### src/rtl/channel_map_write_snooper_assert.svh
// assertion macros for the channel map write snooper
// expects signals clk and rst in the scope where a macro is used
`ifndef CHANNEL_MAP_WRITE_SNOOPER_ASSERT_SVH
`define CHANNEL_MAP_WRITE_SNOOPER_ASSERT_SVH

// same-cycle implication
`define CMWS_ASSERT_IMP(name, ante, cons) \
  name: assert property (@(posedge clk) disable iff (rst) (ante) |-> (cons)) \
    else $error("cmws same-cycle check failed");

// next-cycle implication
`define CMWS_ASSERT_NXT(name, ante, cons) \
  name: assert property (@(posedge clk) disable iff (rst) (ante) |=> (cons)) \
    else $error("cmws next-cycle check failed");

`endif

### src/rtl/cmws_pkg.sv
// shared constants, command and register codes and types of the channel map write snooper
// no dependencies
package cmws_pkg;

  localparam int CMD_W      = 2;
  localparam int ADDR_W     = 32;
  localparam int DATA_W     = 32;
  localparam int CHAN_W     = 6;
  localparam int PITCH_W    = 16;
  localparam int APB_ADDR_W = 4;
  localparam int APB_DATA_W = 32;

  localparam int LOGICAL_CHANNELS_DEF  = 32;
  localparam int PHYSICAL_CHANNELS_DEF = 24;

  localparam logic [CMD_W-1:0] CMD_STORE  = 2'd0;
  localparam logic [CMD_W-1:0] CMD_CALL   = 2'd1;
  localparam logic [CMD_W-1:0] CMD_LOOKUP = 2'd2;

  localparam logic [1:0] REG_CALL_ADDR = 2'd0;
  localparam logic [1:0] REG_BASE_OFF  = 2'd1;
  localparam logic [1:0] REG_PITCH     = 2'd2;

  localparam logic [PITCH_W-1:0] PITCH_RESET = 16'd4;

  // all ones reads as -1 on the signed channel fields
  localparam logic [CHAN_W-1:0] UNMAPPED = 6'h3f;

  typedef struct packed {
    logic fwd_rd;
    logic fwd_wr;
    logic rev_rd;
    logic rev_wr;
  } mem_req_t;

  typedef struct packed {
    logic done;
    logic exact;
  } div_stat_t;

endpackage

### src/rtl/cmws_ifs.sv
// request and response channel interfaces of the channel map write snooper
// depends on cmws_pkg
interface cmws_req_if;
  import cmws_pkg::*;

  logic              valid;
  logic              ready;
  logic [CMD_W-1:0]  cmd;
  logic [ADDR_W-1:0] address;
  logic [DATA_W-1:0] value;
  logic [CHAN_W-1:0] phys_query;
  logic [CHAN_W-1:0] log_query;

  modport source (output valid, cmd, address, value, phys_query, log_query, input ready);
  modport sink   (input valid, cmd, address, value, phys_query, log_query, output ready);
endinterface

interface cmws_rsp_if;
  import cmws_pkg::*;

  logic                     valid;
  logic                     ready;
  logic                     map_changed;
  logic signed [CHAN_W-1:0] logical_of_phys;
  logic signed [CHAN_W-1:0] physical_of_log;

  modport source (output valid, map_changed, logical_of_phys, physical_of_log, input ready);
  modport sink   (input valid, map_changed, logical_of_phys, physical_of_log, output ready);
endinterface

### src/rtl/cmws_slot_div.sv
// iterative restoring divider: slot index from region offset and slot pitch, one bit a cycle
// depends on cmws_pkg
module cmws_slot_div #(
  parameter int LOGICAL_CHANNELS = cmws_pkg::LOGICAL_CHANNELS_DEF
) (
  input  logic                                                 clk,
  input  logic                                                 rst,
  input  logic                                                 start,
  input  logic [cmws_pkg::PITCH_W+$clog2(LOGICAL_CHANNELS)-1:0] dividend,
  input  logic [cmws_pkg::PITCH_W-1:0]                         divisor,
  output logic [$clog2(LOGICAL_CHANNELS)-1:0]                  quot,
  output cmws_pkg::div_stat_t                                  stat
);
  import cmws_pkg::*;

  localparam int LW = $clog2(LOGICAL_CHANNELS);
  localparam int RW = PITCH_W + LW;
  localparam int IW = (LW > 1) ? $clog2(LW) : 1;

  logic [RW-1:0] rem;
  logic [IW-1:0] idx;
  logic          busy;
  logic          done;
  logic [RW-1:0] dsh;
  logic [RW:0]   trial;

  assign dsh   = RW'(divisor) << idx;
  assign trial = {1'b0, rem} - {1'b0, dsh};

  always_ff @(posedge clk) begin
    if (rst) begin
      busy <= 1'b0;
      done <= 1'b0;
    end else begin
      done <= busy && (idx == '0);
      if (start) begin
        busy <= 1'b1;
      end else if (busy && (idx == '0)) begin
        busy <= 1'b0;
      end
    end
  end

  always_ff @(posedge clk) begin
    if (start) begin
      rem  <= dividend;
      quot <= '0;
      idx  <= IW'(LW - 1);
    end else if (busy) begin
      if (!trial[RW]) begin
        rem       <= trial[RW-1:0];
        quot[idx] <= 1'b1;
      end
      if (idx != '0) begin
        idx <= idx - 1'b1;
      end
    end
  end

  assign stat.done  = done;
  assign stat.exact = (rem == '0);

endmodule

### src/rtl/cmws_map_mem.sv
// forward and reverse channel map memories, registered reads, valid bits for reset
// depends on cmws_pkg
module cmws_map_mem #(
  parameter int LOGICAL_CHANNELS  = cmws_pkg::LOGICAL_CHANNELS_DEF,
  parameter int PHYSICAL_CHANNELS = cmws_pkg::PHYSICAL_CHANNELS_DEF
) (
  input  logic                                   clk,
  input  logic                                   rst,
  input  cmws_pkg::mem_req_t                     req,
  input  logic [$clog2(LOGICAL_CHANNELS)-1:0]    fwd_addr,
  input  logic                                   fwd_wr_mapped,
  input  logic [cmws_pkg::CHAN_W-1:0]            fwd_wr_phys,
  output logic                                   fwd_rd_mapped,
  output logic [cmws_pkg::CHAN_W-1:0]            fwd_rd_phys,
  input  logic [$clog2(PHYSICAL_CHANNELS)-1:0]   rev_addr,
  input  logic [cmws_pkg::CHAN_W-1:0]            rev_wr_slot,
  output logic [cmws_pkg::CHAN_W-1:0]            rev_rd_slot
);
  import cmws_pkg::*;

  logic [CHAN_W:0]   fwd_mem [LOGICAL_CHANNELS];
  logic [CHAN_W-1:0] rev_mem [PHYSICAL_CHANNELS];

  logic [LOGICAL_CHANNELS-1:0]  fwd_vld;
  logic [PHYSICAL_CHANNELS-1:0] rev_vld;

  logic [CHAN_W:0]   fwd_q;
  logic              fwd_q_vld;
  logic [CHAN_W-1:0] rev_q;
  logic              rev_q_vld;

  always_ff @(posedge clk) begin
    if (req.fwd_wr) begin
      fwd_mem[fwd_addr] <= {fwd_wr_mapped, fwd_wr_phys};
    end
    if (req.fwd_rd) begin
      fwd_q     <= fwd_mem[fwd_addr];
      fwd_q_vld <= fwd_vld[fwd_addr];
    end
    if (req.rev_wr) begin
      rev_mem[rev_addr] <= rev_wr_slot;
    end
    if (req.rev_rd) begin
      rev_q     <= rev_mem[rev_addr];
      rev_q_vld <= rev_vld[rev_addr];
    end
  end

  always_ff @(posedge clk) begin
    if (rst) begin
      fwd_vld <= '0;
      rev_vld <= '0;
    end else begin
      if (req.fwd_wr) begin
        fwd_vld[fwd_addr] <= 1'b1;
      end
      if (req.rev_wr) begin
        rev_vld[rev_addr] <= 1'b1;
      end
    end
  end

  assign fwd_rd_mapped = fwd_q_vld && fwd_q[CHAN_W];
  assign fwd_rd_phys   = fwd_q[CHAN_W-1:0];
  assign rev_rd_slot   = rev_q_vld ? rev_q : UNMAPPED;

endmodule

### src/rtl/channel_map_write_snooper.sv
// channel map write snooper top level: apb registers, item sequencer, output register
// depends on cmws_pkg, cmws_ifs, cmws_slot_div, cmws_map_mem, channel_map_write_snooper_assert.svh
//
// req carries one item per request (cmd, address, value, phys_query, log_query) with
// valid/ready; rsp returns exactly one result per request (map_changed, logical_of_phys,
// physical_of_log). one item is in flight at a time; ready is high while the sequencer idles.
// steps from accept to result valid, each ending when the output register is loaded:
//   call, unused command    : execute
//   lookup                  : execute (one registered read of both map memories), capture
//   store outside region    : execute
//   store off slot boundary : execute, the slot divider
//   store inside region     : execute, the one-bit-a-cycle slot divider, then the
//                             read-modify-write of the map memories
// the next request is taken the cycle after the result is loaded, so items never overlap in
// the sequencer. the output register holds a result while rsp.ready is low;
// the next item is accepted meanwhile and waits at its last step until the register frees.
// reset clears the region base, the registers (slot_pitch to 4) and the valid bits of the
// map memories, so every entry reads unmapped; the block takes items right after reset.
// registers at apb byte addresses 0 call_address, 4 base_offset, 8 slot_pitch; pready
// is tied high and writes are meant only while no item is in flight.
`include "channel_map_write_snooper_assert.svh"

module channel_map_write_snooper #(
  parameter int LOGICAL_CHANNELS  = cmws_pkg::LOGICAL_CHANNELS_DEF,
  parameter int PHYSICAL_CHANNELS = cmws_pkg::PHYSICAL_CHANNELS_DEF
) (
  input  logic                              clk,
  input  logic                              rst,
  cmws_req_if.sink                          req,
  cmws_rsp_if.source                        rsp,
  input  logic                              psel,
  input  logic                              penable,
  input  logic                              pwrite,
  input  logic [cmws_pkg::APB_ADDR_W-1:0]   paddr,
  input  logic [cmws_pkg::APB_DATA_W-1:0]   pwdata,
  output logic [cmws_pkg::APB_DATA_W-1:0]   prdata,
  output logic                              pready
);
  import cmws_pkg::*;

  localparam int LW = $clog2(LOGICAL_CHANNELS);
  localparam int PW = $clog2(PHYSICAL_CHANNELS);
  localparam int RW = PITCH_W + LW;

  localparam logic [2:0] S_IDLE = 3'd0;
  localparam logic [2:0] S_EXEC = 3'd1;
  localparam logic [2:0] S_DIV  = 3'd2;
  localparam logic [2:0] S_FRD  = 3'd3;
  localparam logic [2:0] S_WR2  = 3'd4;
  localparam logic [2:0] S_LOOK = 3'd5;
  localparam logic [2:0] S_DONE = 3'd6;

  logic [2:0] state;

  logic [ADDR_W-1:0]  call_address;
  logic [DATA_W-1:0]  base_offset;
  logic [PITCH_W-1:0] slot_pitch;
  logic [ADDR_W-1:0]  region_base;
  logic [RW-1:0]      span;

  logic [CMD_W-1:0]  cmd_q;
  logic [ADDR_W-1:0] addr_q;
  logic [DATA_W-1:0] val_q;
  logic [CHAN_W-1:0] pq_q;
  logic [CHAN_W-1:0] lq_q;

  logic [LW-1:0]     slot_q;
  logic              new_mapped;
  logic [CHAN_W-1:0] new_phys;

  logic                     res_changed;
  logic signed [CHAN_W-1:0] res_lop;
  logic signed [CHAN_W-1:0] res_pol;

  logic                     out_valid;
  logic                     out_changed;
  logic signed [CHAN_W-1:0] out_lop;
  logic signed [CHAN_W-1:0] out_pol;

  logic              apb_wr;
  logic [ADDR_W-1:0] offset;
  logic              in_region;
  logic              pq_ok;
  logic              lq_ok;
  logic              div_start;
  logic [LW-1:0]     div_quot;
  div_stat_t         div_stat;
  mem_req_t          mem_req;
  logic [LW-1:0]     fwd_addr;
  logic [PW-1:0]     rev_addr;
  logic [CHAN_W-1:0] rev_wr_slot;
  logic              fwd_rd_mapped;
  logic [CHAN_W-1:0] fwd_rd_phys;
  logic [CHAN_W-1:0] rev_rd_slot;
  logic              out_free;

  // configuration port
  assign apb_wr = psel && penable && pwrite;
  assign pready = 1'b1;

  always_ff @(posedge clk) begin
    if (rst) begin
      call_address <= '0;
      base_offset  <= '0;
      slot_pitch   <= PITCH_RESET;
    end else if (apb_wr) begin
      case (paddr[3:2])
        REG_CALL_ADDR: call_address <= pwdata;
        REG_BASE_OFF:  base_offset  <= pwdata;
        REG_PITCH:     slot_pitch   <= pwdata[PITCH_W-1:0];
        default:       ;
      endcase
    end
  end

  always_comb begin
    case (paddr[3:2])
      REG_CALL_ADDR: prdata = call_address;
      REG_BASE_OFF:  prdata = base_offset;
      REG_PITCH:     prdata = APB_DATA_W'(slot_pitch);
      default:       prdata = '0;
    endcase
  end

  // region length follows the pitch register
  always_ff @(posedge clk) begin
    span <= RW'(slot_pitch) * RW'(LOGICAL_CHANNELS);
  end

  // store classification
  assign offset    = addr_q - region_base;
  assign in_region = (region_base != '0) && (slot_pitch != '0) &&
                     (addr_q >= region_base) && (offset < ADDR_W'(span));
  assign pq_ok     = ({1'b0, pq_q} < (CHAN_W + 1)'(PHYSICAL_CHANNELS));
  assign lq_ok     = ({1'b0, lq_q} < (CHAN_W + 1)'(LOGICAL_CHANNELS));
  assign div_start = (state == S_EXEC) && (cmd_q == CMD_STORE) && in_region;
  assign out_free  = !out_valid || rsp.ready;

  cmws_slot_div #(
    .LOGICAL_CHANNELS (LOGICAL_CHANNELS)
  ) u_div (
    .clk      (clk),
    .rst      (rst),
    .start    (div_start),
    .dividend (offset[RW-1:0]),
    .divisor  (slot_pitch),
    .quot     (div_quot),
    .stat     (div_stat)
  );

  // memory access control
  always_comb begin
    mem_req.fwd_rd = ((state == S_EXEC) && (cmd_q == CMD_LOOKUP)) ||
                     ((state == S_DIV) && div_stat.done && div_stat.exact);
    mem_req.rev_rd = (state == S_EXEC) && (cmd_q == CMD_LOOKUP);
    mem_req.fwd_wr = (state == S_FRD);
    mem_req.rev_wr = ((state == S_FRD) && fwd_rd_mapped) || ((state == S_WR2) && new_mapped);

    case (state)
      S_EXEC:  fwd_addr = lq_q[LW-1:0];
      S_DIV:   fwd_addr = div_quot;
      default: fwd_addr = slot_q;
    endcase

    case (state)
      S_EXEC:  rev_addr = pq_q[PW-1:0];
      S_FRD:   rev_addr = fwd_rd_phys[PW-1:0];
      default: rev_addr = new_phys[PW-1:0];
    endcase

    rev_wr_slot = (state == S_FRD) ? UNMAPPED : CHAN_W'(slot_q);
  end

  cmws_map_mem #(
    .LOGICAL_CHANNELS  (LOGICAL_CHANNELS),
    .PHYSICAL_CHANNELS (PHYSICAL_CHANNELS)
  ) u_mem (
    .clk           (clk),
    .rst           (rst),
    .req           (mem_req),
    .fwd_addr      (fwd_addr),
    .fwd_wr_mapped (new_mapped),
    .fwd_wr_phys   (new_phys),
    .fwd_rd_mapped (fwd_rd_mapped),
    .fwd_rd_phys   (fwd_rd_phys),
    .rev_addr      (rev_addr),
    .rev_wr_slot   (rev_wr_slot),
    .rev_rd_slot   (rev_rd_slot)
  );

  // sequencer
  always_ff @(posedge clk) begin
    if (rst) begin
      state       <= S_IDLE;
      region_base <= '0;
    end else begin
      case (state)
        S_IDLE: begin
          if (req.valid) begin
            state <= S_EXEC;
          end
        end
        S_EXEC: begin
          case (cmd_q)
            CMD_STORE: begin
              state <= in_region ? S_DIV : S_DONE;
            end
            CMD_CALL: begin
              if ((region_base == '0) && (addr_q == call_address)) begin
                region_base <= val_q + base_offset;
              end
              state <= S_DONE;
            end
            CMD_LOOKUP: begin
              state <= S_LOOK;
            end
            default: begin
              state <= S_DONE;
            end
          endcase
        end
        S_DIV: begin
          if (div_stat.done) begin
            state <= div_stat.exact ? S_FRD : S_DONE;
          end
        end
        S_FRD: begin
          state <= S_WR2;
        end
        S_WR2: begin
          state <= S_DONE;
        end
        S_LOOK: begin
          state <= S_DONE;
        end
        S_DONE: begin
          if (out_free) begin
            state <= S_IDLE;
          end
        end
        default: begin
          state <= S_IDLE;
        end
      endcase
    end
  end

  // item and result payload
  always_ff @(posedge clk) begin
    if ((state == S_IDLE) && req.valid) begin
      cmd_q  <= req.cmd;
      addr_q <= req.address;
      val_q  <= req.value;
      pq_q   <= req.phys_query;
      lq_q   <= req.log_query;
    end
    if (state == S_EXEC) begin
      res_changed <= 1'b0;
      res_lop     <= UNMAPPED;
      res_pol     <= UNMAPPED;
      new_mapped  <= (val_q < DATA_W'(PHYSICAL_CHANNELS));
      new_phys    <= val_q[CHAN_W-1:0];
    end
    if ((state == S_DIV) && div_stat.done) begin
      slot_q <= div_quot;
    end
    if (state == S_WR2) begin
      res_changed <= 1'b1;
    end
    if (state == S_LOOK) begin
      res_lop <= pq_ok ? rev_rd_slot : UNMAPPED;
      res_pol <= (lq_ok && fwd_rd_mapped) ? fwd_rd_phys : UNMAPPED;
    end
  end

  // output register
  always_ff @(posedge clk) begin
    if (rst) begin
      out_valid <= 1'b0;
    end else if ((state == S_DONE) && out_free) begin
      out_valid <= 1'b1;
    end else if (rsp.ready) begin
      out_valid <= 1'b0;
    end
  end

  always_ff @(posedge clk) begin
    if ((state == S_DONE) && out_free) begin
      out_changed <= res_changed;
      out_lop     <= res_lop;
      out_pol     <= res_pol;
    end
  end

  assign req.ready           = (state == S_IDLE);
  assign rsp.valid           = out_valid;
  assign rsp.map_changed     = out_changed;
  assign rsp.logical_of_phys = out_lop;
  assign rsp.physical_of_log = out_pol;

  `CMWS_ASSERT_IMP(a_map_wr_only_store, mem_req.fwd_wr || mem_req.rev_wr, (cmd_q == CMD_STORE) && ((state == S_FRD) || (state == S_WR2)))
  `CMWS_ASSERT_IMP(a_div_done_in_div, div_stat.done, state == S_DIV)
  `CMWS_ASSERT_NXT(a_base_captured_once, region_base != '0, $stable(region_base))
  `CMWS_ASSERT_IMP(a_changed_from_store, (state == S_DONE) && res_changed, cmd_q == CMD_STORE)

endmodule
### src/flat_wrapper.sv
// flat-port wrapper written by rule: the top's interface ports become plain ports
module channel_map_write_snooper_flat import cmws_pkg::*;
#(
  parameter int LOGICAL_CHANNELS  = cmws_pkg::LOGICAL_CHANNELS_DEF,
  parameter int PHYSICAL_CHANNELS = cmws_pkg::PHYSICAL_CHANNELS_DEF
)
  (clk, rst, psel, penable, pwrite, paddr, pwdata, prdata, pready, req_valid, req_cmd, req_address, req_value, req_phys_query, req_log_query, req_ready, rsp_valid, rsp_map_changed, rsp_logical_of_phys, rsp_physical_of_log, rsp_ready);
  cmws_req_if req_i ();
  cmws_rsp_if rsp_i ();
  input  logic clk;
  input  logic rst;
  input  logic psel;
  input  logic penable;
  input  logic pwrite;
  input  logic [cmws_pkg::APB_ADDR_W-1:0] paddr;
  input  logic [cmws_pkg::APB_DATA_W-1:0] pwdata;
  output logic [cmws_pkg::APB_DATA_W-1:0] prdata;
  output logic pready;
  input wire logic [$bits(req_i.valid)-1:0] req_valid;
  input wire logic [$bits(req_i.cmd)-1:0] req_cmd;
  input wire logic [$bits(req_i.address)-1:0] req_address;
  input wire logic [$bits(req_i.value)-1:0] req_value;
  input wire logic [$bits(req_i.phys_query)-1:0] req_phys_query;
  input wire logic [$bits(req_i.log_query)-1:0] req_log_query;
  output wire logic [$bits(req_i.ready)-1:0] req_ready;
  output wire logic [$bits(rsp_i.valid)-1:0] rsp_valid;
  output wire logic [$bits(rsp_i.map_changed)-1:0] rsp_map_changed;
  output wire logic [$bits(rsp_i.logical_of_phys)-1:0] rsp_logical_of_phys;
  output wire logic [$bits(rsp_i.physical_of_log)-1:0] rsp_physical_of_log;
  input wire logic [$bits(rsp_i.ready)-1:0] rsp_ready;
  assign req_i.valid = req_valid;
  assign req_i.cmd = req_cmd;
  assign req_i.address = req_address;
  assign req_i.value = req_value;
  assign req_i.phys_query = req_phys_query;
  assign req_i.log_query = req_log_query;
  assign req_ready = req_i.ready;
  assign rsp_valid = rsp_i.valid;
  assign rsp_map_changed = rsp_i.map_changed;
  assign rsp_logical_of_phys = rsp_i.logical_of_phys;
  assign rsp_physical_of_log = rsp_i.physical_of_log;
  assign rsp_i.ready = rsp_ready;
  channel_map_write_snooper #(.LOGICAL_CHANNELS(LOGICAL_CHANNELS), .PHYSICAL_CHANNELS(PHYSICAL_CHANNELS)) u_core (.clk(clk), .rst(rst), .req(req_i), .rsp(rsp_i), .psel(psel), .penable(penable), .pwrite(pwrite), .paddr(paddr), .pwdata(pwdata), .prdata(prdata), .pready(pready));
endmodule
### config.mk
export PLATFORM = sky130hd
export DESIGN_NAME = channel_map_write_snooper_flat
export DESIGN_NICKNAME = d
export VERILOG_FILES = /design/src/rtl/cmws_pkg.sv /design/src/rtl/cmws_ifs.sv /design/src/rtl/cmws_slot_div.sv /design/src/rtl/cmws_map_mem.sv /design/src/rtl/channel_map_write_snooper.sv /design/src/flat_wrapper.sv
export VERILOG_INCLUDE_DIRS = /design/src /design/src/rtl
export SDC_FILE = /design/constraint.sdc
export NUM_CORES = 1
export LEC_CHECK = 0
export BUFFER_PORTS_ARGS = -buffer_cell sky130_fd_sc_hd__buf_2
export CAP_MARGIN = 10
export CORE_AREA = 2 2 248 250
export CTS_CLUSTER_DIAMETER = 60
export CTS_CLUSTER_SIZE = 28
export DETAILED_ROUTE_END_ITERATION = 16
export DIE_AREA = 0 0 250 252
export HOLD_SLACK_MARGIN = 0.03
export PLACE_DENSITY = 0.77
export SYNTH_ARGS = -nofsm -noshare
export SYNTH_HDL_FRONTEND = slang
export SYNTH_HIERARCHICAL = 1
export SYNTH_SLANG_ARGS = --single-unit
### constraint.sdc
create_clock -name clk -period 4.8 [get_ports clk]
set_input_delay 0.72 -clock clk [delete_from_list [all_inputs] [get_ports clk]]
set_output_delay 0.72 -clock clk [all_outputs]
set_load 0.01 [all_outputs]
# After elaboration in Yosys (flattened, before gate mapping)

Memory sizes are Yosys's and may differ from the RTL's. A register that Yosys moved wholly into a read port is not among the register bits.
Index checks and enable logic that the tools add are counted.

Add/subtract/negate cells: 4
$lt $le $gt $ge: 11
Equal/unequal tests: 15
Shifts and indexed selects: 1
Multiplexer cells: 38
Bitwise logic cells: 4
Reduce and logical (&&, ||, !) cells: 47

Operator list:

| cell                                                                           | count |
|---|---|
| 32-bit case mux with 3 select lines                                            | 1 |
| 21-bit two-way mux                                                             | 3 |
| 6-bit two-way mux                                                              | 7 |
| 32-bit adder                                                                   | 1 |
| 32-bit equality test                                                           | 1 |
| 32-bit >= comparator                                                           | 1 |
| 32-bit logical NOT                                                             | 1 |
| 32-bit by 21-bit less-than comparator with 1-bit output                        | 1 |
| 32-bit by 5-bit less-than comparator with 1-bit output (second input constant) | 1 |
| 32-bit bitwise OR                                                              | 1 |
| 32-bit nonzero test                                                            | 1 |
| 32-bit subtractor                                                              | 1 |
| 24-bit bitwise OR                                                              | 1 |
| 21-bit by 21-bit subtractor with 22-bit output                                 | 1 |
| 1-bit logical AND                                                              | 21 |
| 21-bit logical NOT                                                             | 1 |
| 16-bit by 3-bit left shift with 21-bit output                                  | 1 |
| 5-bit case mux with 2 select lines                                             | 2 |
| 3-bit case mux with 6 select lines                                             | 1 |
| 16-bit nonzero test                                                            | 1 |
| 3-bit two-way mux                                                              | 5 |
| 1-bit two-way mux                                                              | 13 |
| 5-bit by 6-bit less-than comparator with 1-bit output (second input constant)  | 2 |
| 2-bit AND reduction                                                            | 6 |
| 27 further kinds                                                               | 45 |

Register bits: 337
Memory bits (writable): 368
Bits of input ports: 121
Output and inout bits: 48
Word-level logic and storage cells: 152
Memories kept: 2

Memories:

| memory               | words | bits a word | rd ports | clocked after memory_dff | wr ports | line               | RTL |
|---|---|---|---|---|---|---|---|
| u_core.u_mem.fwd_mem | 32    | 7           | 1        | 1                        | 1        | cmws_map_mem.sv:21 | `logic [CHAN_W:0] fwd_mem [LOGICAL_CHANNELS];` |
| u_core.u_mem.rev_mem | 24    | 6           | 1        | 1                        | 1        | cmws_map_mem.sv:22 | `logic [CHAN_W-1:0] rev_mem [PHYSICAL_CHANNELS];` |

# Logic depth before layout (Yosys ltp)

Gate-level depths: netlist of the first run.

Word-level depth: 7
Mapped depth: 27
Mapped depth without buffers: 26

# Hierarchy

Netlist of the first run, hierarchy kept.

By module, submodules not included:

| module                    | instances | cells each | area each (µm²) | seq. area each (µm²) |
|---|---|---|---|---|
| cmws_map_mem              | 1         | 1067       | 17122.7         | 12622.1 |
| channel_map_write_snooper | 1         | 1453       | 13294.0         | 6115.9 |
| cmws_slot_div             | 1         | 341        | 3081.7          | 830.8 |

# Worst setup path after synthesis of the first run

No wires, ideal clock.

Path kind: register to register
Start point: reg u_core.addr_q[11]
End point: reg u_core.u_div.rem[0] (enable)
Library setup time: 378 ps
Data arrival time: 4672 ps
Data required time: 4422 ps
Path slack: -250 ps
Stages on the path, launching flop included: 22
Buffers on the path: 3
Period minus slack after synthesis: 5050 ps
Cell sequence: edfxtp_1 ha_1 clkbuf_1 and4_1 a311oi_1 nor3b_2 o21ai_0 xor2_1 ha_1 a21o_1 a21o_1 a21oi_1 nor4b_1 a221o_1 nand4_1 nor4_1 nand4b_1 nor4_2 buf_6 inv_1 clkbuf_1 nand2_1

Longest elaborated chain between the ends: 6
Elaborated cells between the ends (all ways): 9
Classes of those cells: add/sub: 1; order compare: 2; eq/ne: 1; reduce/logical: 5

Ends and longest elaborated chain:

| element                                                                                                 | line                             | RTL |
|---|---|---|
| from (decl)                                                                                             | channel_map_write_snooper.sv:62  | `logic [ADDR_W-1:0] addr_q;` |
| from (signal assigned)                                                                                  | channel_map_write_snooper.sv:252 | `addr_q <= req.address;` |
| 32-bit subtractor *                                                                                     | channel_map_write_snooper.sv:131 | `assign offset = addr_q - region_base;` |
| net u_core.offset[17]                                                                                   | channel_map_write_snooper.sv:81  | `logic [ADDR_W-1:0] offset;` |
| 32-bit by 21-bit less-than comparator with 1-bit output *                                               | channel_map_write_snooper.sv:133 | `(addr_q >= region_base) && (offset < ADDR_W'(span));` |
| 1-bit logical AND *                                                                                     | channel_map_write_snooper.sv:133 |  |
| 1-bit logical AND *                                                                                     | channel_map_write_snooper.sv:136 | `assign div_start = (state == S_EXEC) && (cmd_q == CMD_STORE) && in_region;` |
| net u_core.div_start                                                                                    | channel_map_write_snooper.sv:85  | `logic div_start;` |
| 2-bit by 1-bit inequality test with 1-bit output (no source line) or 2-bit nonzero test (tied branches) | n/a                              |  |
| 2-bit AND reduction (no source line) *                                                                  | n/a                              |  |
| to (signal assigned)                                                                                    | cmws_slot_div.sv:46              | `rem <= dividend;` |
| to (signal assigned)                                                                                    | cmws_slot_div.sv:51              | `rem <= trial[RW-1:0];` |
| to (decl)                                                                                               | cmws_slot_div.sv:20              | `logic [RW-1:0] rem;` |

The timed path passes the listed nets; every way through them passes the cells marked *.
A chain may end at the register's enable or synchronous reset.

# Worst setup path in the final report of the first run

Start point: reg u_core.addr_q[1]
End point: reg u_core.u_div.rem[7], data pin

Longest elaborated chain between the ends: 5
Elaborated cells between the ends (all ways): 7
Classes of those cells: add/sub: 1; order compare: 2; mux: 1; reduce/logical: 3

Ends and longest elaborated chain:

| element                                                 | line                             | RTL |
|---|---|---|
| 32-bit subtractor                                       | channel_map_write_snooper.sv:131 |  |
| net u_core.offset[8]                                    | channel_map_write_snooper.sv:81  |  |
| 32-bit by 21-bit less-than comparator with 1-bit output | channel_map_write_snooper.sv:133 |  |
| 1-bit logical AND                                       | channel_map_write_snooper.sv:133 |  |
| 1-bit logical AND                                       | channel_map_write_snooper.sv:136 |  |
| net u_core.div_start                                    | channel_map_write_snooper.sv:85  |  |
| 21-bit two-way mux                                      | cmws_slot_div.sv:45              | `if (start) begin` |

The timed path passes the listed nets, and every way through them passes these cells.

==> insert_results.sql, run 1 <==
INSERT INTO impl_metrics (metric_group, metric, value, unit) VALUES
('cells_and_area', 'utilization', '63.6', '%'),
('floorplanning', 'fp.dieH', '252', 'um'),
('placed_design', 'post-dp-hpwl', '62600', 'um'),
('detailed_routing', 'wire_per_inst', '22.7', 'um'),
('synth', 'postSynthCellCount', '2861', ''),
('detailed_routing', 'drt_iter0_drc', '2256', ''),
('timing', 'setup_violations', '45', ''),
('floorplanning', 'initial_core_utilization', '55.7', '%'),
('global_route', 'antenna_found_initial', '0', ''),
('synth', 'synthDominantAreaCellType', 'sky130_fd_sc_hd__edfxtp_1', ''),
('cts', 'cts_tree', 'yes', ''),
('detailed_routing', 'drc', '0', ''),
('outcome', 'failed_checks', 'negative setup slack', ''),
('synth', 'synth_flop_cell', 'sky130_fd_sc_hd__edfxtp_1', ''),
('global_route', 'grtUsageTotal', '27.4', '%'),
('worst_setup_path', 'criticalPathCategory', 'register to register', ''),
('timing', 'fin_hold_ws', '0.276', 'ns'),
('worst_setup_path', 'arrival', '5.34', 'ns'),
('worst_setup_path', 'start_kind', 'register', ''),
('detailed_routing', 'routed_wl', '89000', 'um'),
('synth', 'syn_nets', '3086', ''),
('global_route', 'grt_start_max_net_pins', '79', ''),
('global_route', 'grt_overflow', '0', ''),
('synth', 'synth-seq-cells', '718', ''),
('timing', 'setup_total_negative_slack', '-3.54', 'ns'),
('synth', 'synth_sequential_area_ratio', '58.4', '%'),
('cts', 'cts-hold-fix-buffers', '0', ''),
('synth', 'synth-async-reset-ratio', '0', '%'),
('synth', 'number_of_unique_standard_cell_types_used_by_synthesis', '99', ''),
('floorplanning', 'placement_rows', '90', ''),
('cts', 'ctsLongestPathBuffers', '3', ''),
('timing', 'rsz0062_at_grt', 'yes', ''),
('synth', 'ys_warn_count', '6', ''),
('cts', 'insertion_delay', '0.63', 'ns'),
('pwr', 'ir_drop_worst_case_vdd', '0.000318', 'V'),
('synth', 'syn_area_per_cell', '11.7', 'um2'),
('floorplanning', 'core-area', '60100', 'um2'),
('worst_setup_path', 'setup.worst_path.end_class', 'register', ''),
('floorplanning', 'dieArea', '63000', 'um2'),
('cts', 'cts-htree-levels', '2', ''),
('timing', 'fin_skew', '0.0378', 'ns'),
('floorplanning', 'chipWidth', '250', 'um'),
('detailed_routing', 'antenna_left', '0', ''),
('placed_design', 'gp_congestion', '0.928', ''),
('synth', 'synth.area.top_cells', 'sky130_fd_sc_hd__edfxtp_1, sky130_fd_sc_hd__dfxtp_1, sky130_fd_sc_hd__mux2i_1, sky130_fd_sc_hd__ha_1, sky130_fd_sc_hd__nand2_1', ''),
('global_route', 'first_global_vias', '23882', ''),
('detailed_routing', 'num_vias', '24361', ''),
('cells_and_area', 'commonest_non_fill_non_tap_cells_in_the_layout', 'sky130_fd_sc_hd__edfxtp_1, sky130_fd_sc_hd__nand2_1, sky130_fd_sc_hd__nor2_1, sky130_fd_sc_hd__mux2i_1, sky130_fd_sc_hd__dfxtp_1', ''),
('outcome', 'status', 'finished with violations', ''),
('timing', 'clock.fmax', '201', 'MHz'),
('timing', 'slew_headroom', '25.1', '%'),
('pwr', 'p_leak', '0.0140', 'uW'),
('timing', 'slew_violations', '0', ''),
('timing', 'timing.final.hold_violations', '0', ''),
('synth', 'synth-edff-count', '519', ''),
('hold_path', 'hp-class', 'primary input to register', ''),
('timing', 'fin_ws', '-0.186', 'ns'),
('cts', 'cts_inserted_buffers', '46', ''),
('detailed_routing', 'firstDrtPassIters', '6', ''),
('detailed_routing', 'viasPerCell', '6.21', ''),
('timing', 'layout_worst_path_cycle_share', '104', '%'),
('cts', 'clk_root_buffer_cell', 'sky130_fd_sc_hd__clkbuf_16', ''),
('run', 'cap_viol_max_count', '0', ''),
('floorplanning', 'floorplan.io_pins', '169', ''),
('cells_and_area', 'area_delta_synth_final', '14.1', '%'),
('cells_and_area', 'most_common_cell_after_layout_fill_and_taps_aside', 'sky130_fd_sc_hd__edfxtp_1', ''),
('cts', 'path_clk_slew', '0.09', 'ns'),
('worst_setup_path', 'required_time_worst_endpoint', '5.15', 'ns'),
('pwr', 'power_per_cell_area', '454', 'nW/um2'),
('placed_design', 'port_buffers', '165', ''),
('timing', 'layout_min_cycle_time', '4.99', 'ns'),
('cells_and_area', 'nets', '3329', ''),
('synth', 'syn-cell-area', '33500', 'um2'),
('cells_and_area', 'drive_gt1_share', '18.2', '%'),
('cells_and_area', 'antennaDiodeCount', '0', ''),
('global_route', 'wire_length_of_the_first_global_routing_pass', '135000', 'um'),
('timing', 'max_slew.worst_pin.slew', '1.12', 'ns'),
('worst_setup_path', 'path_max_fanout', '5', ''),
('synth', 'post-synth-top-area-fraction', '46.5', '%'),
('cts', 'numClockSinks', '718', '');
==> worst max-delay path: stages, from the launching register on <==
cell and delay [ns]:
sky130_fd_sc_hd__edfxtp_1 0.42, sky130_fd_sc_hd__buf_6 0.13, sky130_fd_sc_hd__inv_2 0.03, sky130_fd_sc_hd__fa_2 0.38, sky130_fd_sc_hd__nor2b_4 0.14, sky130_fd_sc_hd__o31a_1 0.20
sky130_fd_sc_hd__a21oi_4 0.10, sky130_fd_sc_hd__buf_4 0.14, sky130_fd_sc_hd__buf_4 0.12, sky130_fd_sc_hd__xnor2_1 0.13, sky130_fd_sc_hd__ha_1 0.20, sky130_fd_sc_hd__a21o_1 0.18
sky130_fd_sc_hd__a21o_1 0.17, sky130_fd_sc_hd__a211oi_1 0.22, sky130_fd_sc_hd__nor2_1 0.09, sky130_fd_sc_hd__nor4b_2 0.21, sky130_fd_sc_hd__a221o_1 0.21, sky130_fd_sc_hd__nand4_1 0.15
sky130_fd_sc_hd__nor4_2 0.23, sky130_fd_sc_hd__nand4b_1 0.20, sky130_fd_sc_hd__nor4_4 0.42, sky130_fd_sc_hd__buf_6 0.22, sky130_fd_sc_hd__buf_12 0.11, sky130_fd_sc_hd__buf_12 0.11
sky130_fd_sc_hd__nor2_4 0.03, sky130_fd_sc_hd__a22o_1 0.19
==> Yosys cell counts (8+ instances only) <==
library cell / n
sky130_fd_sc_hd__edfxtp_1: 519
sky130_fd_sc_hd__nand2_1: 293
sky130_fd_sc_hd__nor2_1: 285
sky130_fd_sc_hd__mux2i_1: 244
sky130_fd_sc_hd__dfxtp_1: 199
sky130_fd_sc_hd__a21oi_1: 191
sky130_fd_sc_hd__ha_1: 101
sky130_fd_sc_hd__o22ai_1: 96
sky130_fd_sc_hd__inv_1: 94
sky130_fd_sc_hd__o21ai_0: 84
sky130_fd_sc_hd__clkbuf_1: 73
sky130_fd_sc_hd__nor4_1: 60
sky130_fd_sc_hd__xor2_1: 52
sky130_fd_sc_hd__a21o_1: 38
sky130_fd_sc_hd__xnor2_1: 36
sky130_fd_sc_hd__buf_2: 32
sky130_fd_sc_hd__nand3_1: 32
sky130_fd_sc_hd__nand2b_1: 31
sky130_fd_sc_hd__nand4_1: 26
sky130_fd_sc_hd__nor3_1: 25
sky130_fd_sc_hd__mux4_2: 23
sky130_fd_sc_hd__buf_4: 18
sky130_fd_sc_hd__buf_6: 14
sky130_fd_sc_hd__o21a_1: 14
sky130_fd_sc_hd__a22oi_1: 13
sky130_fd_sc_hd__nor2b_1: 13
sky130_fd_sc_hd__a31oi_1: 12
sky130_fd_sc_hd__a211oi_1: 11
sky130_fd_sc_hd__and3_1: 11
sky130_fd_sc_hd__buf_1: 11
sky130_fd_sc_hd__o21bai_1: 11
sky130_fd_sc_hd__or3_1: 10
sky130_fd_sc_hd__and2_1: 9
sky130_fd_sc_hd__o211ai_1: 9
sky130_fd_sc_hd__or2_2: 9
sky130_fd_sc_hd__a211o_1: 8
sky130_fd_sc_hd__nand4bb_1: 8
sky130_fd_sc_hd__or4_1: 8
==> what timing repair did <==
item,in CTS,in global routing
buffers inserted,17,16
pin swaps,47,24
setup endpoints to repair,51,51
gates resized for setup,79,49
gates cloned,6,1
==> final timing paths <==
path              slack (ns)                                       to  depth (start not counted)                       startpoint
setup / recovery       -0.19            u_core/u_div/rem[7]$_DFFE_PP_                         25       u_core/addr_q[1]$_DFFE_PP_
hold / removal          0.28               u_core/val_q[31]$_DFFE_PP_                          1                    req_value[31]
setup reg to reg       -0.19            u_core/u_div/rem[7]$_DFFE_PP_                         25       u_core/addr_q[1]$_DFFE_PP_
hold reg to reg         0.41  u_core/rsp.physical_of_log[0]$_DFFE_PP_                          0  u_core/res_pol[0]$_SDFFCE_PN1P_
==> registers in the layout, summed over array words and instances, names as in the netlist, 6 cells and up <==
name and count:
u_core/u_mem/fwd_mem 224, u_core/u_mem/rev_mem 144, u_core/addr_q 32, u_core/base_offset 32, u_core/call_address 32, u_core/region_base 32, u_core/u_mem/fwd_vld 32, u_core/val_q 32
u_core/u_mem/rev_vld 24, u_core/u_div/rem 21, u_core/slot_pitch 16, u_core/span 16, u_core/u_mem/fwd_q 7, u_core/lq_q 6, u_core/new_phys 6, u_core/pq_q 6
u_core/res_lop 6, u_core/res_pol 6, u_core/rsp.logical_of_phys 6, u_core/rsp.physical_of_log 6, u_core/u_mem/rev_q 6
==> kinds of logic after synthesis <==
logic type / count (synthesis) / share of synthesized area, %
buffers and inverters: 246 / 3.41
muxes: 267 / 8.84
and+or+nand+nor: 874 / 12.4
AOI/OAI and AO/OA: 563 / 10.7
adders and majority gates: 104 / 3.95
DFF: 718 / 58.4
xor gates and xnor gates: 88 / 2.30
other: 1 / 0.0112
==> layout make-up <==
| class | count | area, um2 |
|---|---|---|
| sequential | 718 | 19600 |
| clock buffer | 55 | 1230 |
| timing repair buffer | 343 | 2390 |
| multi-input combinational | 1900 | 13300 |
| fill | 4523 | 21900 |
| tap | 782 | 978 |
| clock inverter | 30 | 393 |
| inverter | 95 | 357 |
==> stage by stage <==
step	worst slack (ns)	power, uW	instances	area, um2
6_report	-0.186	17400	3923	38200
5_1_grt	-0.436	18100	3923	38200
4_1_cts	-0.122	17200	3907	37900
3_5_place_dp	-0.442	12800	3799	35700
3_3_place_gp	-0.373	12700	3799	35700
2_1_floorplan	0.0475	11000	2861	33500
==> routing by layer <==
layer	GRT usage (%)	share of wire, %	vias up
li1	-	-	11085
met1	35.1	39	11897
met2	47.6	49	1159
met3	3.45	7.5	220
met4	11.1	4.3	0
met5	0	0	-
==> where the power goes <==
part           total (uW)  internal [uW]  switching (uW)
clock network        4320           2020            2300
registers            7510           7210             302
logic                5540           2210            3320
total               17400          11400            5920
Note: power is estimated with default switching activity, not from simulation.
==> run 2: changes to the inputs <==
ABC_AREA = 1   (was unset)
CAP_MARGIN = unset   (was 10)
CORE_AREA = 2 2 255 257   (was 2 2 248 250)
DIE_AREA = 0 0 257 259   (was 0 0 250 252)
==> run 2 against run 1 <==
  * The run now ends clean
  * Non-clock buffer count down 128
  * Die area increased by 5.7%
  * Global-route usage increased by 1.4 points
  * Total power up 3.2%
  * Register-to-register slack better by 0.75 ns
  * Clock-buffer cell count fell by 4
  * First-iteration DRC count rose by 18%
  * Sequential power decreased by 0.9%
  * Critical path depth is 4 lower
  * Combinational power grew 8.8%
  * Final cell count is 33% higher
  * Critical endpoint unchanged
  * Highest routed layer is now met5
==> insert_results.sql, run 2 <==
INSERT INTO impl_metrics (metric_group, metric, value, unit) VALUES
('outcome', 'status', 'complete, no violations', ''),
('cts', 'numClockSinks', '718', ''),
('synth', 'synth_top_family_by_area', 'simple AND/OR/NAND/NOR gates', ''),
('run', 'cap_viol_max_count', '0', ''),
('placed_design', 'port_buffers', '165', ''),
('cts', 'cts-hold-fix-buffers', '0', ''),
('cts', 'post-cts-setup-buffer-count', '0', ''),
('cts', 'cts_inserted_buffers', '47', ''),
('synth', 'syn-cell-area', '35500', 'um2'),
('floorplanning', 'chipWidth', '257', 'um'),
('worst_setup_path', 'start_kind', 'register', ''),
('global_route', 'grtUsageTotal', '28.8', '%'),
('cts', 'ctsLongestPathBuffers', '3', ''),
('global_route', 'grt_start_max_net_pins', '101', ''),
('placed_design', 'place_area', '37200', 'um2'),
('pwr', 'power_per_cell_area', '461', 'nW/um2'),
('synth', 'synth-edff-count', '519', ''),
('timing', 'rsz0062_at_grt', 'no', ''),
('cells_and_area', 'drive_gt1_share', '9.29', '%'),
('detailed_routing', 'drt_iter0_drc', '2657', ''),
('timing', 'timing.final.hold_violations', '0', ''),
('detailed_routing', 'antenna_left', '0', ''),
('detailed_routing', 'wire_per_inst', '18.7', 'um'),
('detailed_routing', 'drc', '0', ''),
('placed_design', 'gp_congestion', '0.985', ''),
('timing', 'slew_headroom', '19.5', '%'),
('worst_setup_path', 'worst_r2r_dst', 'u_core/u_div/rem[7]$_DFFE_PP_', ''),
('worst_setup_path', 'setup.worst_path.end_class', 'register', ''),
('timing', 'fin_skew', '0.0418', 'ns'),
('hold_path', 'worstHoldEndpoint', 'u_core/val_q[31]$_DFFE_PP_', ''),
('synth', 'postSynthCellCount', '4179', ''),
('cells_and_area', 'top_regs', 'u_core/u_mem/fwd_mem: 224 flops, u_core/u_mem/rev_mem: 144 flops', ''),
('pwr', 'p_leak', '0.0164', 'uW'),
('cells_and_area', 'utilization', '60.8', '%'),
('worst_setup_path', 'timing.critical_path.mode_cell', 'sky130_fd_sc_hd__nand2_1', ''),
('cells_and_area', 'nets', '4525', ''),
('cts', 'insertion_delay', '0.63', 'ns'),
('synth', 'synth-async-reset-ratio', '0', '%'),
('synth', 'post-synth-top-area-fraction', '43.9', '%'),
('synth', 'synth-seq-cells', '718', ''),
('worst_setup_path', 'arrival', '4.59', 'ns'),
('floorplanning', 'dieArea', '66600', 'um2'),
('detailed_routing', 'viasPerCell', '5.45', ''),
('synth', 'synth.area.top_cells', 'sky130_fd_sc_hd__edfxtp_1, sky130_fd_sc_hd__nand2_1, sky130_fd_sc_hd__dfxtp_1, sky130_fd_sc_hd__nor2_1, sky130_fd_sc_hd__inv_1', ''),
('detailed_routing', 'routed_wl', '97000', 'um'),
('cells_and_area', 'fill_cells', '5401', ''),
('worst_setup_path', 'slowest_stage', 'sky130_fd_sc_hd__edfxtp_1', ''),
('timing', 'layout_min_cycle_time', '4.24', 'ns'),
('floorplanning', 'floorplan.io_pins', '169', ''),
('pwr', 'final_total_power', '17900', 'uW'),
('worst_setup_path', 'path_max_fanout', '32', ''),
('timing', 'layout_worst_path_cycle_share', '88.3', '%'),
('floorplanning', 'placement_rows', '93', ''),
('timing', 'max_slew.worst_pin.slew', '1.21', 'ns'),
('synth', 'post_synth_and_or_nand_nor_area_fraction', '26.5', '%'),
('worst_setup_path', 'critical_path_buf_inv_count', '1', ''),
('floorplanning', 'core-area', '63900', 'um2'),
('timing', 'slew_violations', '0', ''),
('hold_path', 'worst_hold_path.num_cells', '1', ''),
('synth', 'synth_flop_cell', 'sky130_fd_sc_hd__edfxtp_1', ''),
('timing', 'setup_violations', '0', ''),
('floorplanning', 'initial_core_utilization', '55.6', '%'),
('worst_setup_path', 'max_stage_delay', '0.43', 'ns'),
('global_route', 'wire_length_of_the_first_global_routing_pass', '148000', 'um'),
('placed_design', 'post-dp-hpwl', '70400', 'um'),
('global_route', 'grtUsageMet2', '48.9', '%'),
('synth', 'yosysMostFrequentCell', 'sky130_fd_sc_hd__nand2_1', ''),
('detailed_routing', 'firstDrtPassIters', '6', ''),
('detailed_routing', 'num_vias', '28344', ''),
('cells_and_area', 'area_delta_synth_final', '9.40', '%'),
('global_route', 'gr_busiest_metal', 'met2', ''),
('cts', 'cts_tree', 'yes', ''),
('cells_and_area', 'final_cell_area', '38900', 'um2'),
('cells_and_area', 'largest-register', 'u_core/u_mem/fwd_mem', ''),
('cts', 'postCtsResizedCells', '0', ''),
('pwr', 'ir_drop_worst_case_vdd', '0.000407', 'V'),
('floorplanning', 'fp.dieH', '259', 'um'),
('hold_path', 'holdCritStartpoint', 'req_value[31]', ''),
('global_route', 'grt_util_met1', '36.1', '%'),
('synth', 'xor_and_xnor_fraction_of_the_mapped_netlist_area', '1.41', '%'),
('global_route', 'grtUsageMet3', '4.50', '%'),
('worst_setup_path', 'required_time_worst_endpoint', '5.15', 'ns'),
('synth', 'ys_top_cells_by_count', 'sky130_fd_sc_hd__nand2_1, sky130_fd_sc_hd__edfxtp_1, sky130_fd_sc_hd__nor2_1, sky130_fd_sc_hd__inv_1, sky130_fd_sc_hd__dfxtp_1', ''),
('worst_setup_path', 'crit_path_cells', 'ha_1 -> or2_2 -> nand3_1 -> nand2_1 -> nand2_1 -> nand3_1 -> xor2_1 -> ha_1 -> a21oi_1 -> nor2_1 -> nor4_1 -> nand2_1 -> nand2_1 -> nand2_1 -> nand2_1 -> nand4_1 -> nor2_2 -> buf_4 -> a21oi_1 -> o21ai_0 -> nand2_1', ''),
('synth', 'syn_area_per_cell', '8.50', 'um2'),
('worst_setup_path', 'timing.critical_path.max_delay_family', 'simple AND/OR/NAND/NOR gates', ''),
('cells_and_area', 'most_common_cell_after_layout_fill_and_taps_aside', 'sky130_fd_sc_hd__nand2_1', ''),
('global_route', 'antenna_found_initial', '14', ''),
('cts', 'cts-htree-levels', '2', ''),
('synth', 'synthDominantAreaCellType', 'sky130_fd_sc_hd__edfxtp_1', ''),
('worst_setup_path', 'regToRegSetupSlack', '0.56', 'ns'),
('cts', 'clk_root_buffer_cell', 'sky130_fd_sc_hd__clkbuf_16', ''),
('worst_setup_path', 'ff2ff_path_depth', '21', ''),
('synth', 'synth_sequential_area_ratio', '55.1', '%'),
('synth', 'synthesized_area_fraction_occupied_by_ao_oa_aoi_and_oai_cells', '7.14', '%'),
('timing', 'fin_hold_ws', '0.271', 'ns'),
('synth', 'yosys-mux-area-fraction', '0.0845', '%'),
('global_route', 'grt_overflow', '0', ''),
('global_route', 'first_global_vias', '26473', ''),
('timing', 'setup_total_negative_slack', '0', 'ns'),
('cells_and_area', 'largest_register_ff_count', '224', ''),
('timing', 'clock.fmax', '236', 'MHz'),
('hold_path', 'hp-class', 'primary input to register', ''),
('worst_setup_path', 'critical_path.reg2reg.startpoint', 'u_core/addr_q[2]$_DFFE_PP_', ''),
('synth', 'synthAdderAreaFrac', '3.73', '%'),
('worst_setup_path', 'criticalPathCategory', 'register to register', ''),
('cells_and_area', 'commonest_non_fill_non_tap_cells_in_the_layout', 'sky130_fd_sc_hd__nand2_1, sky130_fd_sc_hd__edfxtp_1, sky130_fd_sc_hd__nor2_1, sky130_fd_sc_hd__inv_1, sky130_fd_sc_hd__dfxtp_1', ''),
('synth', 'ys_warn_count', '6', ''),
('synth', 'number_of_unique_standard_cell_types_used_by_synthesis', '65', ''),
('cts', 'path_clk_slew', '0.09', 'ns'),
('synth', 'syn_nets', '4404', '');
[run 2: worst max-delay path by stage]
stage | start | to | slack (ns) | cells past startpoint
2_1_floorplan | u_core/state[2]$_SDFFE_PP0P_ | u_core/addr_q[0]$_DFFE_PP_ | 0.15 | 3
3_3_place_gp | u_core/addr_q[2]$_DFFE_PP_ | u_core/u_div/rem[2]$_DFFE_PP_ | 0.73 | 21
3_5_place_dp | u_core/addr_q[2]$_DFFE_PP_ | u_core/u_div/rem[7]$_DFFE_PP_ | 0.65 | 21
4_1_cts | u_core/addr_q[2]$_DFFE_PP_ | u_core/u_div/rem[7]$_DFFE_PP_ | 0.62 | 21
5_1_grt | u_core/addr_q[7]$_DFFE_PP_ | u_core/u_div/rem[7]$_DFFE_PP_ | 0.30 | 22
6_report | u_core/addr_q[2]$_DFFE_PP_ | u_core/u_div/rem[7]$_DFFE_PP_ | 0.56 | 21
[run 2: cell families (layout without fill, tap and decap cells)]
kind of cell,Yosys count,in the layout
flip-flops,718,718
AO/OA/AOI/OAI,444,444
multiplexers,3,3
other,1,8
buffers and inverters,537,695
XOR/XNOR,57,57
AND/OR/NAND/NOR,2315,2315
adder cells (fa/ha/maj),104,104
[run 2: cell type report]
type                            count  area (um2)  share of cell area, %
Sequential cell                   718       19600                   50.3
Tap cell                          855        1070                   2.75
Clock inverter                     35         489                   1.26
Multi-Input combinational cell   2924       13800                   35.6
Clock buffer                       51        1210                   3.12
Inverter                          394        1480                   3.82
Timing Repair Buffer              215        1200                   3.09
Antenna cell                        7        17.5                 0.0451
[run 2: where the power goes]
part,internal [uW],leakage (uW),total [uW],switching [uW]
sequential,7170,0.00598,7440,277
combinational,1680,0.00961,6030,4350
clock,2040,0.000821,4450,2420
total,10900,0.0164,17900,7040
[run 2: metrics by stage]
| step | setup WS, ns | cells |
|---|---|---|
| floorplan | 0.155 | 4179 |
| global placement | 0.735 | 5106 |
| detailed placement | 0.652 | 5106 |
| CTS | 0.622 | 5192 |
| global route | 0.297 | 5194 |
| finish | 0.561 | 5199 |
[run 2: per-layer routing]
layer	vias to the layer above	part of all wire (%)
li1	13851	-
met1	13115	40
met2	1140	47
met3	226	7.4
met4	12	5.2
met5	-	0.071
[run 2: worst register-to-register path, cell delays in order, from the launching register on]
cell and delay [ns]:
sky130_fd_sc_hd__edfxtp_1 0.43, sky130_fd_sc_hd__ha_1 0.35, sky130_fd_sc_hd__or2_2 0.32, sky130_fd_sc_hd__nand3_1 0.11, sky130_fd_sc_hd__nand2_1 0.15, sky130_fd_sc_hd__nand2_1 0.10
sky130_fd_sc_hd__nand3_1 0.12, sky130_fd_sc_hd__xor2_1 0.33, sky130_fd_sc_hd__ha_1 0.32, sky130_fd_sc_hd__a21oi_1 0.14, sky130_fd_sc_hd__nor2_1 0.05, sky130_fd_sc_hd__nor4_1 0.26
sky130_fd_sc_hd__nand2_1 0.08, sky130_fd_sc_hd__nand2_1 0.06, sky130_fd_sc_hd__nand2_1 0.06, sky130_fd_sc_hd__nand2_1 0.07, sky130_fd_sc_hd__nand4_1 0.27, sky130_fd_sc_hd__nor2_2 0.20
sky130_fd_sc_hd__buf_4 0.33, sky130_fd_sc_hd__a21oi_1 0.07, sky130_fd_sc_hd__o21ai_0 0.08, sky130_fd_sc_hd__nand2_1 0.07
